$ cat src/design/wss_pkg.sv
// ----------------------------------------------------------------------------
// wss_pkg: shared types and constants of the wildcard signature scanner
// Holds the signature table, the window length, the address width and the
// control bundles passed between the match cells, the tally and the top.
// ----------------------------------------------------------------------------
package wss_pkg;

  // Window length and internal address width
  localparam int PATTERN_LEN = 54;
  localparam int ADDR_BITS   = 32;
  localparam int SIG_MAX     = 64;

  // Match counter saturates here
  localparam logic [7:0] COUNT_MAX = 8'hFF;

  // Signature entry: bit 8 set marks a wildcard
  localparam logic [8:0] SIG_ANY = 9'h100;

  localparam logic [8:0] SIG_TABLE [SIG_MAX] = '{
    9'h055, 9'h08B, 9'h0EC, 9'h081, 9'h0EC, 9'h094, 9'h000, 9'h000,
    9'h000, 9'h0C6, 9'h045, 9'h0FF, 9'h001, 9'h0E8,
    SIG_ANY, SIG_ANY, SIG_ANY, SIG_ANY,
    9'h089, 9'h085, 9'h078, 9'h0FF, 9'h0FF, 9'h0FF, 9'h068,
    SIG_ANY, SIG_ANY, SIG_ANY, SIG_ANY,
    9'h0E8,
    SIG_ANY, SIG_ANY, SIG_ANY, SIG_ANY,
    9'h083, 9'h0C4, 9'h004, 9'h00F, 9'h0B6, 9'h005,
    SIG_ANY, SIG_ANY, SIG_ANY, SIG_ANY,
    9'h085, 9'h0C0, 9'h00F, 9'h084,
    SIG_ANY, SIG_ANY, SIG_ANY, SIG_ANY,
    9'h06A, 9'h02E,
    SIG_ANY, SIG_ANY, SIG_ANY, SIG_ANY, SIG_ANY, SIG_ANY, SIG_ANY, SIG_ANY,
    SIG_ANY, SIG_ANY
  };

  // One signature position as seen by a cell
  typedef struct packed {
    logic       any;
    logic [7:0] value;
  } sig_entry_t;

  // Per-transfer control broadcast to the cells
  typedef struct packed {
    logic advance;   // input transfer this cycle
    logic clear;     // section or scan ends with this byte
  } cell_ctl_t;

  // Per-transfer control for the tally
  typedef struct packed {
    logic advance;
    logic scan_end;
  } tally_ctl_t;

  // Scan-wide match bookkeeping
  typedef struct packed {
    logic [7:0]           count;
    logic                 have_first;
    logic [ADDR_BITS-1:0] first;
  } tally_t;

endpackage

$ cat src/design/wildcard_signature_scanner.sv
// ----------------------------------------------------------------------------
// wildcard_signature_scanner: streaming wildcard byte-signature matcher
// Matches a fixed signature with wildcards against a byte stream, one byte
// per cycle while not stalled, through a chain of single-flag match cells.
// ----------------------------------------------------------------------------
// Usage:
//   Input channel (in_valid / in_stall): one code byte per transfer with its
//   address and the section_last / scan_last marks.
//   Result channel (out_valid / out_stall): exactly one result per input
//   byte, in order.
//   The result of a byte is valid the cycle after its transfer. The block
//   takes one byte per cycle while out_stall is low; each cell compares the new
//   byte against its signature entry and passes its flag on, so the window
//   check costs one compare and an AND per cell.
//   A stalled result stays in the output register; in_stall rises only while
//   that register is full and stalled, so inputs keep flowing as long as the
//   receiver takes a result each cycle.
//   Reset empties the window, the match count and the first address. After a
//   section_last byte the window empties; after a scan_last byte the whole
//   scan state returns to its reset values.
// ----------------------------------------------------------------------------
module wildcard_signature_scanner (
  input  logic        clk,
  input  logic        rst_n,
  input  logic        in_valid,
  output logic        in_stall,
  input  logic [7:0]  in_data_byte,
  input  logic [31:0] in_byte_address,
  input  logic        in_section_last,
  input  logic        in_scan_last,
  output logic        out_valid,
  input  logic        out_stall,
  output logic        out_match_here,
  output logic [31:0] out_match_start,
  output logic [7:0]  out_match_total,
  output logic        out_scan_done,
  output logic        out_scan_unique,
  output logic [31:0] out_first_address
);

  localparam int LEN = wss_pkg::PATTERN_LEN;
  localparam int AW  = wss_pkg::ADDR_BITS;

  logic                 in_xfer;
  wss_pkg::cell_ctl_t   cell_ctl;
  wss_pkg::tally_ctl_t  tally_ctl;
  logic [LEN-1:0]       hit_now;
  logic [LEN-1:0]       hit_r;
  logic                 hit;
  logic [AW-1:0]        addr_ext;
  logic [AW-1:0]        start;
  wss_pkg::tally_t      upd;
  wss_pkg::tally_t      tally_r;

  logic        out_valid_r,  out_valid_nxt;
  logic        match_here_r, match_here_nxt;
  logic [31:0] match_start_r, match_start_nxt;
  logic [7:0]  match_total_r, match_total_nxt;
  logic        scan_done_r,  scan_done_nxt;
  logic        scan_unique_r, scan_unique_nxt;
  logic [31:0] first_addr_r, first_addr_nxt;

  // Accept while the output register is free or being drained
  assign in_stall = out_valid_r && out_stall;
  assign in_xfer  = in_valid && !in_stall;

  assign cell_ctl.advance  = in_xfer;
  assign cell_ctl.clear    = in_section_last || in_scan_last;
  assign tally_ctl.advance = in_xfer;
  assign tally_ctl.scan_end = in_scan_last;

  // Match chain: one cell per signature position
  for (genvar k = 0; k < LEN; k++) begin : g_cell
    wss_pkg::sig_entry_t sig;
    logic                prev_hit;

    assign sig.any   = wss_pkg::SIG_TABLE[k][8];
    assign sig.value = wss_pkg::SIG_TABLE[k][7:0];

    if (k == 0) begin : g_head
      assign prev_hit = 1'b1;
    end else begin : g_link
      assign prev_hit = hit_r[k-1];
    end

    wss_cell u_cell (
      .clk       (clk),
      .rst_n     (rst_n),
      .ctl       (cell_ctl),
      .sig       (sig),
      .data_byte (in_data_byte),
      .prev_hit  (prev_hit),
      .hit_now   (hit_now[k]),
      .hit_r     (hit_r[k])
    );
  end

  assign hit = hit_now[LEN-1];

  // Start address of a match ending at this byte, wrapping
  assign addr_ext = AW'(in_byte_address);
  assign start    = addr_ext - AW'(LEN - 1);

  wss_tally u_tally (
    .clk     (clk),
    .rst_n   (rst_n),
    .ctl     (tally_ctl),
    .hit     (hit),
    .start   (start),
    .upd     (upd),
    .tally_r (tally_r)
  );

  // Build the result of this byte
  always_comb begin
    match_here_nxt  = match_here_r;
    match_start_nxt = match_start_r;
    match_total_nxt = match_total_r;
    scan_done_nxt   = scan_done_r;
    scan_unique_nxt = scan_unique_r;
    first_addr_nxt  = first_addr_r;
    if (in_xfer) begin
      match_here_nxt  = hit;
      match_start_nxt = hit ? 32'(start) : 32'd0;
      match_total_nxt = upd.count;
      scan_done_nxt   = in_scan_last;
      scan_unique_nxt = in_scan_last && (upd.count == 8'd1);
      first_addr_nxt  = upd.have_first ? 32'(upd.first) : 32'd0;
    end
  end

  // Hold a stalled result, load on transfer, drop once taken
  always_comb begin
    out_valid_nxt = out_valid_r;
    if (in_xfer) begin
      out_valid_nxt = 1'b1;
    end else if (!out_stall) begin
      out_valid_nxt = 1'b0;
    end
  end

  always_ff @(posedge clk) begin
    if (!rst_n) begin
      out_valid_r <= 1'b0;
    end else begin
      out_valid_r <= out_valid_nxt;
    end
  end

  always_ff @(posedge clk) begin
    match_here_r  <= match_here_nxt;
    match_start_r <= match_start_nxt;
    match_total_r <= match_total_nxt;
    scan_done_r   <= scan_done_nxt;
    scan_unique_r <= scan_unique_nxt;
    first_addr_r  <= first_addr_nxt;
  end

  assign out_valid         = out_valid_r;
  assign out_match_here    = match_here_r;
  assign out_match_start   = match_start_r;
  assign out_match_total   = match_total_r;
  assign out_scan_done     = scan_done_r;
  assign out_scan_unique   = scan_unique_r;
  assign out_first_address = first_addr_r;

  // A unique verdict only comes with scan end and a count of one
  a_unique_count: assert property (@(posedge clk) disable iff (!rst_n)
    (out_valid && out_scan_unique) |-> (out_scan_done && out_match_total == 8'd1))
    else $error("unique verdict without a single match at scan end");

  // A match always leaves a nonzero count and, unless the scan just ended,
  // a recorded first match
  a_match_count: assert property (@(posedge clk) disable iff (!rst_n)
    (out_valid && out_match_here) |->
      (out_match_total != 8'd0 && (out_scan_done || tally_r.have_first)))
    else $error("match reported without count or first address");

  // Scan end returns the tally and the chain to their reset state
  a_scan_clear: assert property (@(posedge clk) disable iff (!rst_n)
    (in_xfer && in_scan_last) |=> (tally_r == '0 && hit_r == '0))
    else $error("scan state not cleared after last byte");

  // Without a match the start address reads zero
  a_no_match_start: assert property (@(posedge clk) disable iff (!rst_n)
    (out_valid && !out_match_here) |-> (out_match_start == 32'd0))
    else $error("start address set without a match");

endmodule

$ cat src/design/wss_cell.sv
// ----------------------------------------------------------------------------
// wss_cell: one position of the match chain
// Holds a flag meaning "the bytes of this section seen so far end with
// signature entries 0..k". The flag moves one cell to the right per byte.
// ----------------------------------------------------------------------------
module wss_cell (
  input  logic                clk,
  input  logic                rst_n,
  input  wss_pkg::cell_ctl_t  ctl,
  input  wss_pkg::sig_entry_t sig,
  input  logic [7:0]          data_byte,
  input  logic                prev_hit,
  output logic                hit_now,
  output logic                hit_r
);

  logic hit_nxt;

  // Extend the left neighbor's partial match by this byte
  assign hit_now = prev_hit && (sig.any || (data_byte == sig.value));

  // Advance on a transfer, drop at a section boundary
  always_comb begin
    hit_nxt = hit_r;
    if (ctl.advance) begin
      hit_nxt = ctl.clear ? 1'b0 : hit_now;
    end
  end

  always_ff @(posedge clk) begin
    if (!rst_n) begin
      hit_r <= 1'b0;
    end else begin
      hit_r <= hit_nxt;
    end
  end

endmodule

$ cat src/design/wss_tally.sv
// ----------------------------------------------------------------------------
// wss_tally: match counter and first-match address
// Counts matches with saturation, records the first start address and
// returns to zero after the last byte of a scan.
// ----------------------------------------------------------------------------
module wss_tally (
  input  logic                                clk,
  input  logic                                rst_n,
  input  wss_pkg::tally_ctl_t                 ctl,
  input  logic                                hit,
  input  logic [wss_pkg::ADDR_BITS-1:0]       start,
  output wss_pkg::tally_t                     upd,
  output wss_pkg::tally_t                     tally_r
);

  wss_pkg::tally_t tally_nxt;

  // Fold this byte's match into the bookkeeping
  always_comb begin
    upd = tally_r;
    if (hit) begin
      if (tally_r.count != wss_pkg::COUNT_MAX) begin
        upd.count = tally_r.count + 8'd1;
      end
      if (!tally_r.have_first) begin
        upd.have_first = 1'b1;
        upd.first      = start;
      end
    end
  end

  // Hold, advance, or clear at scan end
  always_comb begin
    tally_nxt = tally_r;
    if (ctl.advance) begin
      tally_nxt = ctl.scan_end ? '0 : upd;
    end
  end

  always_ff @(posedge clk) begin
    if (!rst_n) begin
      tally_r <= '0;
    end else begin
      tally_r <= tally_nxt;
    end
  end

endmodule
$ cat config.mk
export PLATFORM = sky130hd
export DESIGN_NAME = wildcard_signature_scanner
export DESIGN_NICKNAME = d
export VERILOG_FILES = /design/src/design/wss_pkg.sv /design/src/design/wildcard_signature_scanner.sv /design/src/design/wss_cell.sv /design/src/design/wss_tally.sv
export SDC_FILE = /design/constraint.sdc
export NUM_CORES = 1
export LEC_CHECK = 0
export ABC_AREA = 1
export BUFFER_PORTS_ARGS = -buffer_cell sky130_fd_sc_hd__buf_2
export CAP_MARGIN = 25
export CORE_MARGIN = 1.5
export CORE_UTILIZATION = 57
export DETAILED_ROUTE_END_ITERATION = 8
export PLACE_DENSITY = 0.91
export SLEW_MARGIN = 25
export SYNTH_ARGS = -nofsm -noshare
export SYNTH_HDL_FRONTEND = slang
export SYNTH_SLANG_ARGS = --single-unit
$ cat constraint.sdc
create_clock -name clk -period 4.6 [get_ports clk]
set_input_delay 1.15 -clock clk [delete_from_list [all_inputs] [get_ports clk]]
set_output_delay 1.15 -clock clk [all_outputs]
set_load 0.02 [all_outputs]
==> qor.yml, run 1 <==
outcome: "finished, final reports clean"
min_path_type: "register to register"
post_cts_resized: 0
finalSetupTns_ps: 0
fillers: 1024
slew_headroom_pct: 39.61
worstMarginPinSlew_ps: 904.9
slowest_delay_ps: 720
register_area_sq_mm: 0.004154
power.leakage_nw: 3.620
first_pass_iters: 6
wirelength_mm: 19.11
vias_per_cell: 5.577
row_count: 42
die_area_sq_mm: 0.01439
hold_buffers: 0
core_sq_mm: 0.01330
numCtsBuffers: 17
syn_to_final_growth_pct: 17.33
synth_top_area_share_pct: 28.88
synth_ff_type: "dfxtp_1"
multi_input_area_sq_mm: 0.003158
finClkSkew_ps: 8.251
syn_nets: 1022
nNetsFinal: 1133
maxSlewViolCount: 0
drt_iter0_markers: 917
gp_congestion: 0.9847
htree_levels: 4
final_common_cell: "nand2_1"
internal_power_w: 0.002561
wl_per_cell_um: 15.00
ir_worst_vdd_mv: 0.2498
synth_top_area_cell: "edfxtp_1"
clkSlewWorstSetupHoldPaths_ps: 60
grt_max_degree: 77
start_util_pct: 58.65
min_path_cells: 2
drc_errors: 0
postRouteAntennaNets: 0
layout-drive-gt1-share_pct: 18.21
syn-mean-instance-area_sq_um: 8.006
p_per_area_mw_per_mm2: 362.5
dpl_cell_area_sq_mm: 0.008536
maxCapViolations: 0
antenna_cells: 0
finalSetupViolations: 0
clkPwrFrac_pct: 43.7
synth_edf_count: 75
slowest_stage: "nor2_2"
min_period_ps: 2761
cts_setup_buffers: 0
layout_common_cells: "255 x nand2_1, 147 x nor2_1, 122 x buf_2"
final_area_sq_mm: 0.009149
rsz0062_at_grt: "false"
cts_tree: "yes"
synthArstFlopShare_pct: 0
ys_warn_count: 0
yosysSeqAreaShare_pct: 53.27
power.switching_w: 0.0007554
grt_pass1_wl_mm: 30.39
gr-total-overflow: 0
gr-usage-all-layers_pct: 27.02
swShare_pct: 22.78
ys_types: 33
port_buffers: 122
worst-setup-path-type: "input pin to register"
power_frac_comb_pct: 7.6
p_seq_share_pct: 48.7
syn-cell-area_sq_mm: 0.007797
root_buffer: "clkbuf_16"
fmaxAchievable_ghz: 0.3622
crit_cells: 9
post-dp-hpwl_mm: 12.98
finalHoldViolCount: 0
cp_top_family: "simple AND/OR/NAND/NOR gates"
crit_path_max_fanout: 24
grt_pass1_vias: 6463
synthCells: 974
rr_worst_depth: 4
worstPathRequired_ps: 4750
fp.dieH_um: 120.0
antenna_found_initial: 0
cp-start-kind: "input pin"
num_vias: 7105
synth_seq_cells: 170
critical_path_arrival_ps: 2910
num_io_pins: 123
synthTopCellsByArea: "edfxtp_1 29%, dfxtp_1 24%, nand2_1 12%"
cts.path.max_buffers: 2
fin_crit_sh_pct: 60.03
path_cells: "buf_2 -> inv_1 -> nand2_1 -> nor2_1 -> nand3_1 -> nor2_2 -> nand3_1 -> nand2_1 -> nor2_1"
endpoint_kind: "register"
clock-sinks: 170
cp_num_buf_inv: 2
die_x_um: 120.0
clk_latency_ps: 430
[worst reg2reg max path, stage by stage (launching register included)]
cell	delay (ps)
dfxtp_1	320
nand2_1	90
nand2_2	330
clkinv_2	700
buf_4	500
[flip-flops by register name, summed over array words and instances (netlist names)]
signal	cells
g_cell.u_cell.hit_r	53
out_first_address	32
out_match_here	1
out_match_start	32
out_match_total	8
out_scan_done	1
out_scan_unique	1
out_valid	1
u_tally.tally_r	41
[layer usage]
metal / GRT usage [%] / up-vias / routed length (um)
met5: 0 / - / 0
met4: 12.57 / 0 / 515
met3: 6.797 / 54 / 1759
met2: 43.75 / 369 / 9013
met1: 34.02 / 3253 / 7817
li1: - / 3429 / -
[stage by stage]
step | std cells | setup WS, ps | util, % | hold slack [ps] | power [W]
floorplan | 974 | 836.9 | - | 436.0 | 0.001799
CTS | 1274 | 1893 | 68.81 | 459.4 | 0.003321
detailed placement | 1242 | 1415 | 64.20 | 450.1 | 0.001894
global route | 1274 | 1594 | 68.81 | 478.8 | 0.003419
finish | 1274 | 1839 | 68.81 | 464.2 | 0.003317
global placement | 1242 | 1499 | 64.20 | 444.3 | 0.001893
[synth_stat cells (all sizes together) (3+ instances only)]
cell    number
o21ai       29
a22oi       20
xor2        11
edfxtp      75
nor4         3
xnor2        3
nand3       54
nor2       153
nand3b       3
nand4       23
nand2      261
nor3         5
buf          8
a21oi       98
inv         86
dfxtp       95
clkbuf      30
or2         10
[worst paths after layout]
kind	startpoint	end	slack, ps
worst max-delay path	in_data_byte[0]	out_first_address[28]	1840
worst min-delay path	u_tally.tally_r[2]	u_tally.tally_r[2]	460
worst max register to register	out_valid	out_match_start[26]	2380
worst min register to register	u_tally.tally_r[2]	u_tally.tally_r[2]	460
[final cells by class]
cell class | count | area share, %
Clock buffer | 28 | 6.168
Clock inverter | 4 | 0.5334
Inverter | 87 | 3.638
Multi-Input combinational cell | 679 | 34.52
Sequential cell | 170 | 45.40
Tap cell | 176 | 2.407
Timing Repair Buffer | 130 | 7.330
[kinds of logic (layout without fill, tap and decap cells)]
family	count (synthesis)	count (layout)	synth area share, %
compound gates	151	151	10.94
xor+xnor	14	14	1.573
fa+ha+maj	2	2	0.3209
buf+inv	125	249	6.322
flops	170	170	53.27
simple gates	512	512	27.57
[power groups by stage]
stage	Sequential (W)	Combinational (W)	Clock, W
final	0.00162	0.000251	0.00145
after global routing	0.00162	0.000271	0.00153
after CTS	0.00162	0.000248	0.00146
after detailed placement	0.00165	0.000245	0
after global placement	0.00165	0.000244	0
after floorplan	0.00169	0.000110	0
(Power assumes the default switching activity.)
==> run 2, diff against run 1 <==
==> constraint.sdc (replaced) <==
create_clock -name clk -period 2.75 [get_ports clk]
set_input_delay 0.6875 -clock clk [delete_from_list [all_inputs] [get_ports clk]]
set_output_delay 0.6875 -clock clk [all_outputs]
set_load 0.02 [all_outputs]
==> run 2 against run 1 <==
Net effect:
- count of clock-buffer cells in the layout fell by 5
- routed wire length rose by 1.6%
- via count rose by 0.46%
- cell count rose by 0.55%
- register-to-register slack got worse by 1600 ps
- first-iteration DRC count fell by 6.2%
- cell area rose by 0.74%
- sequential share of layout area fell by 0.33 points
- non-clock buffer count rose by 7
==> qor.yml, run 2 (synthesized netlist as in run 1, its figures left out) <==
outcome: "finished, final reports clean"
gp_congestion: 0.9197
numCtsBuffers: 17
fin_crit_sh_pct: 74.90
slew_headroom_pct: 34.85
p_seq_share_pct: 48.8
slowest_stage: "nor2_2"
layout-drive-gt1-share_pct: 19.10
row_count: 42
antenna_found_initial: 0
post-dp-hpwl_mm: 13.53
grt_pass1_vias: 6636
fin_hold_ws_ps: 457.3
finalSetupViolations: 0
start_util_pct: 58.65
top_register: "g_cell.u_cell.hit_r"
layout_common_cells: "255 x nand2_1, 147 x nor2_1, 122 x buf_2"
fp.dieH_um: 120.0
die_area_sq_mm: 0.01439
htree_levels: 4
postRouteAntennaNets: 0
core_sq_mm: 0.01330
wl_per_cell_um: 15.15
power_frac_comb_pct: 7.7
hold_buffers: 0
clkSlewWorstSetupHoldPaths_ps: 60
clk_latency_ps: 440
clock-sinks: 170
top_regs: "g_cell.u_cell.hit_r x53, u_tally.tally_r x41"
cts_setup_buffers: 0
power.leakage_nw: 3.667
drt_iter0_markers: 860
worstMarginPinSlew_ps: 976.3
port_buffers: 122
min_period_ps: 2060
antenna_cells: 0
critical_path_arrival_ps: 2250
largest_register_ffs: 53
internal_power_w: 0.004227
num_io_pins: 123
finClkSkew_ps: 6.317
drc_errors: 0
maxSlewViolCount: 0
crit_cells: 9
root_buffer: "clkbuf_16"
endpoint_kind: "register"
swShare_pct: 23.73
cts_tree: "yes"
gr-usage-all-layers_pct: 27.79
worstHoldStart: "g_cell[22].u_cell.hit_r"
setup_ws_ps: 690.2
min_path_type: "register to register"
place_ws_ps: 232.5
die_x_um: 120.0
wirelength_mm: 19.41
min_path_cells: 2
finalHoldViolCount: 0
slowest_delay_ps: 730
r2r-end: "out_scan_unique"
power.switching_w: 0.001315
fillers: 1037
path_cells: "buf_2 -> inv_1 -> nand2_1 -> inv_2 -> nand2_2 -> nor2_4 -> nor2_2 -> buf_4 -> nor2_1"
setup.worst_path.start: "in_data_byte[0]"
post_cts_resized: 0
p_per_area_mw_per_mm2: 601.3
rsz0062_at_grt: "false"
grt_max_degree: 74
num_vias: 7138
maxCapViolations: 0
cp_num_buf_inv: 4
nNetsFinal: 1140
first_pass_iters: 5
r2r_start: "u_tally.tally_r[33]"
r2r_setup_slack_ps: 820
syn_to_final_growth_pct: 18.20
cp-start-kind: "input pin"
worst-setup-path-type: "input pin to register"
gr-total-overflow: 0
whs_endpoint: "g_cell[23].u_cell.hit_r"
clkPwrFrac_pct: 43.5
finalSetupTns_ps: 0
crit_path_max_fanout: 23
cp_top_family: "simple AND/OR/NAND/NOR gates"
ir_worst_vdd_mv: 0.4436
vias_per_cell: 5.572
rr_worst_depth: 8
grt_pass1_wl_mm: 31.54
worstPathRequired_ps: 2940
fmaxAchievable_ghz: 0.4855
cts.path.max_buffers: 2
final_common_cell: "nand2_1"
[run 2: cell types whose count changed in the layout (fill, tap and decap cells not counted), moves of 2 or more]
cell      delta
buf_4        +5
clkinv_2     +3
clkbuf_1     -4
buf_12       +2
[run 2: how the worst max path moves through the flow]
| stage | endpoint |
|---|---|
| 4_1_cts | out_first_address[8] |
| 5_1_grt | out_first_address[16] |
| 2_1_floorplan | g_cell[20].u_cell.hit_r |
| 6_report | out_first_address[8] |
| 3_3_place_gp | out_first_address[2] |
| 3_5_place_dp | out_first_address[8] |
[run 2: worst min-delay path, stage by stage, from the launching register on]
cell	delay, ps
dfxtp_1	310
nand2_1	60
a21oi_1	50
[run 2: per-layer routing]
layer  vias up  track usage (%)  wire (um)
li1       3430                -          -
met1      3325            35.75       8033
met2       328            45.32       9355
met3        55            5.941       1449
met4         0            12.05        569
met5         -                0          0
[run 2: cell type report]
type                       count  area (sq um)  share of cell area, %
timing repair buffer         137         748.2                  8.118
tap                          176         220.2                  2.389
sequential                   170          4154                  45.07
clock buffer                  23         521.8                  5.661
inverter                      87         332.8                  3.611
clock inverter                 9         81.33                 0.8824
multi-input combinational    679          3158                  34.27
[run 2: stage by stage]
step	utilization, %	instances	area (sq um)	power, W
detailed placement	64.78	1249	8613	0.003179
global route	69.32	1281	9216	0.005698
finish	69.32	1281	9216	0.005542
floorplan	-	974	7799	0.003007
global placement	64.78	1249	8613	0.003175
CTS	69.32	1281	9216	0.005529
[run 2: power by group through the flow]
| stage | registers [W] | clock network (W) | logic (W) |
|---|---|---|---|
| 6_report | 0.00270 | 0.00241 | 0.000426 |
| 3_5_place_dp | 0.00276 | 0 | 0.000421 |
| 2_1_floorplan | 0.00282 | 0 | 0.000183 |
| 3_3_place_gp | 0.00276 | 0 | 0.000419 |
| 4_1_cts | 0.00270 | 0.00240 | 0.000424 |
| 5_1_grt | 0.00270 | 0.00253 | 0.000461 |
==> run 3, diff against run 2 <==
--- a/config.mk
+++ b/config.mk
@@ -5,13 +5,13 @@
 export SDC_FILE = /design/constraint.sdc
 export NUM_CORES = 1
 export LEC_CHECK = 0
-export ABC_AREA = 1
+export ABC_AREA = 0
 export BUFFER_PORTS_ARGS = -buffer_cell sky130_fd_sc_hd__buf_2
 export CAP_MARGIN = 25
 export CORE_MARGIN = 1.5
-export CORE_UTILIZATION = 57
+export CORE_UTILIZATION = 56
 export DETAILED_ROUTE_END_ITERATION = 8
-export PLACE_DENSITY = 0.91
+export PLACE_DENSITY = 0.9
 export SLEW_MARGIN = 25
 export SYNTH_ARGS = -nofsm -noshare
 export SYNTH_HDL_FRONTEND = slang
==> constraint.sdc (replaced) <==
create_clock -name clk -period 2 [get_ports clk]
set_input_delay 0.5 -clock clk [delete_from_list [all_inputs] [get_ports clk]]
set_output_delay 0.5 -clock clk [all_outputs]
set_load 0.02 [all_outputs]
==> run 3 against run 2 <==
Net effect:
- the flow now finishes with violations (negative setup slack)
- combinational power increased by 62%
- count of clock-buffer cells in the layout decreased by 2
- die area decreased by 3.9%
- via count decreased by 7.9%
- largest cell class unchanged
==> qor.yml, run 3 <==
start_util_pct: 57.81
fillers: 779
cts.path.max_buffers: 2
num_io_pins: 123
grt_pass1_wl_mm: 29.10
antenna_cells: 0
ys_types: 58
drt_iter0_markers: 983
p_per_area_mw_per_mm2: 800.8
dp_cells: 1072
synth_common_cells: "108 x nand2_1, 95 x dfxtp_1, 75 x edfxtp_1"
postRouteAntennaNets: 0
worstPathRequired_ps: 2250
die_area_sq_mm: 0.01383
slew_headroom_pct: 62.54
wirelength_mm: 20.14
syn_to_final_growth_pct: 29.16
synth_top_area_cell: "edfxtp_1"
ys_warn_count: 0
power.leakage_nw: 3.643
worstMarginPinSlew_ps: 554.1
final_cells: 1104
port_buffers: 122
post-dp-hpwl_mm: 11.99
synth_edf_count: 75
setup_ws_ps: -213.8
finClkSkew_ps: 13.86
synthTopCellsByArea: "edfxtp_1 31%, dfxtp_1 26%, nand2_1 5.5%"
wl_per_cell_um: 18.24
gr-usage-all-layers_pct: 26.36
fin_crit_sh_pct: 110.7
cts_tree: "yes"
clkSlewWorstSetupHoldPaths_ps: 60
place_ws_ps: -458.0
yosysSeqAreaShare_pct: 56.48
critical_path_arrival_ps: 2460
synthCells: 715
final_common_cell: "buf_2"
grt_pass1_vias: 6006
nNetsFinal: 967
maxCapViolations: 0
syn-mean-instance-area_sq_um: 10.29
syn_nets: 763
postLayoutCoreUtil_pct: 74.67
endpoint_kind: "register"
min_period_ps: 2214
cp-start-kind: "input pin"
fp.dieH_um: 117.6
gr-total-overflow: 0
maxSlewViolCount: 0
clk_latency_ps: 440
synthArstFlopShare_pct: 0
finalSetupViolations: 4
num_vias: 6574
crit_path_max_fanout: 5
gp_congestion: 0.9841
grt_max_degree: 76
outcome: "complete, but fails checks"
top_register: "g_cell.u_cell.hit_r"
htree_levels: 4
hold_buffers: 0
cp_top_family: "simple AND/OR/NAND/NOR gates"
root_buffer: "clkbuf_16"
synth_seq_cells: 170
layout_common_cells: "121 x buf_2, 107 x nand2_1, 97 x buf_4"
p_total_w: 0.007607
antenna_found_initial: 1
synth_top_area_share_pct: 30.62
first_pass_iters: 7
fin_hold_ws_ps: 292.6
ir_worst_vdd_mv: 0.5037
top_regs: "g_cell.u_cell.hit_r x53, u_tally.tally_r x41"
slowest_stage: "nor4b_1"
numCtsBuffers: 17
path_cells: "buf_2 -> inv_1 -> ha_1 -> nor2b_1 -> o21bai_2 -> nand2_1 -> nor4b_1 -> xnor2_1 -> o31ai_1"
clock-sinks: 170
drc_errors: 0
cts_setup_buffers: 0
syn-cell-area_sq_mm: 0.007355
fmaxAchievable_ghz: 0.4517
synth_ff_type: "dfxtp_1"
synth.most_common_cell: "nand2_1"
worst-setup-path-type: "input pin to register"
core_sq_mm: 0.01272
vias_per_cell: 5.955
min_path_type: "input pin to register"
die_x_um: 117.6
slowest_delay_ps: 550
failed_checks: "negative setup slack"
largest_register_ffs: 53
finalHoldViolCount: 0
row_count: 41
layout-drive-gt1-share_pct: 31.76
cp_num_buf_inv: 2
==> run 3: cell types whose count changed after synthesis, moves of 17 or more <==
cell,previous run,this run
a21boi_0,0,31
nand2_1,256,108
and2_1,0,17
nor2_1,149,49
xnor2_1,3,20
o21ai_1,0,28
a21oi_1,98,6
inv_1,78,9
nand3_1,54,29
nor2b_1,0,39
==> run 3: area by class of cell <==
class                           count  area, sq um  share of cell area, %
Multi-Input combinational cell    495         3079                  32.42
Sequential cell                   170         4156                  43.76
Inverter                           11        42.54                 0.4478
Timing Repair Buffer              224         1445                  15.21
Clock inverter                     11        120.1                  1.264
Clock buffer                       21        440.4                  4.636
Tap cell                          172        215.2                  2.266
==> run 3: cells by family (layout without fill, tap and decap cells) <==
group	Yosys count	after routing	synth area share, %
adder cells (fa/ha/maj)	2	2	0.3402
XOR/XNOR	33	33	3.930
multiplexers	10	10	1.514
buffers and inverters	50	267	2.960
flip-flops	170	170	56.48
AO/OA/AOI/OAI	141	141	12.86
AND/OR/NAND/NOR	309	309	21.91
==> run 3: path summary, 6_finish.rpt <==
| path | from | endpoint | slack, ps | depth (start not counted) |
|---|---|---|---|---|
| worst min-delay path | in_valid | out_valid | 290 | 2 |
| worst min register to register | u_tally.tally_r[17] | u_tally.tally_r[17] | 450 | 2 |
| worst max-delay path | in_byte_address[0] | out_first_address[14] | -210 | 9 |
| worst max register to register | u_tally.tally_r[37] | out_scan_unique | 70 | 6 |
==> run 3: per-stage QoR <==
stage / setup TNS [ps] / area [sq um]
floorplan: -901.9 / 7391
global placement: -12750 / 8859
detailed placement: -17490 / 8859
CTS: 0 / 9437
global route: -958.8 / 9499
finish: -448.3 / 9499
==> run 3: routing by layer <==
metal	GRT usage (%)	vias up	share of wire, %
met4	10.98	2	3.7
met2	43.35	462	48
met5	0	-	0.060
met3	7.267	93	9.6
li1	-	2948	-
met1	32.84	3069	38
==> run 3: timing repair <==
action,4_1_cts,5_1_grt
gates resized for setup,4,13
endpoints found under the setup margin,3,28
pin swaps,0,2
==> run 3: power by group <==
part | total, W | leakage (nW) | switching [W] | internal, W
Combinational | 0.000692 | 1.87 | 0.000430 | 0.000262
Sequential | 0.00372 | 1.51 | 0.0000252 | 0.00370
Clock | 0.00319 | 0.269 | 0.00136 | 0.00184
Total | 0.00761 | 3.64 | 0.00181 | 0.00579
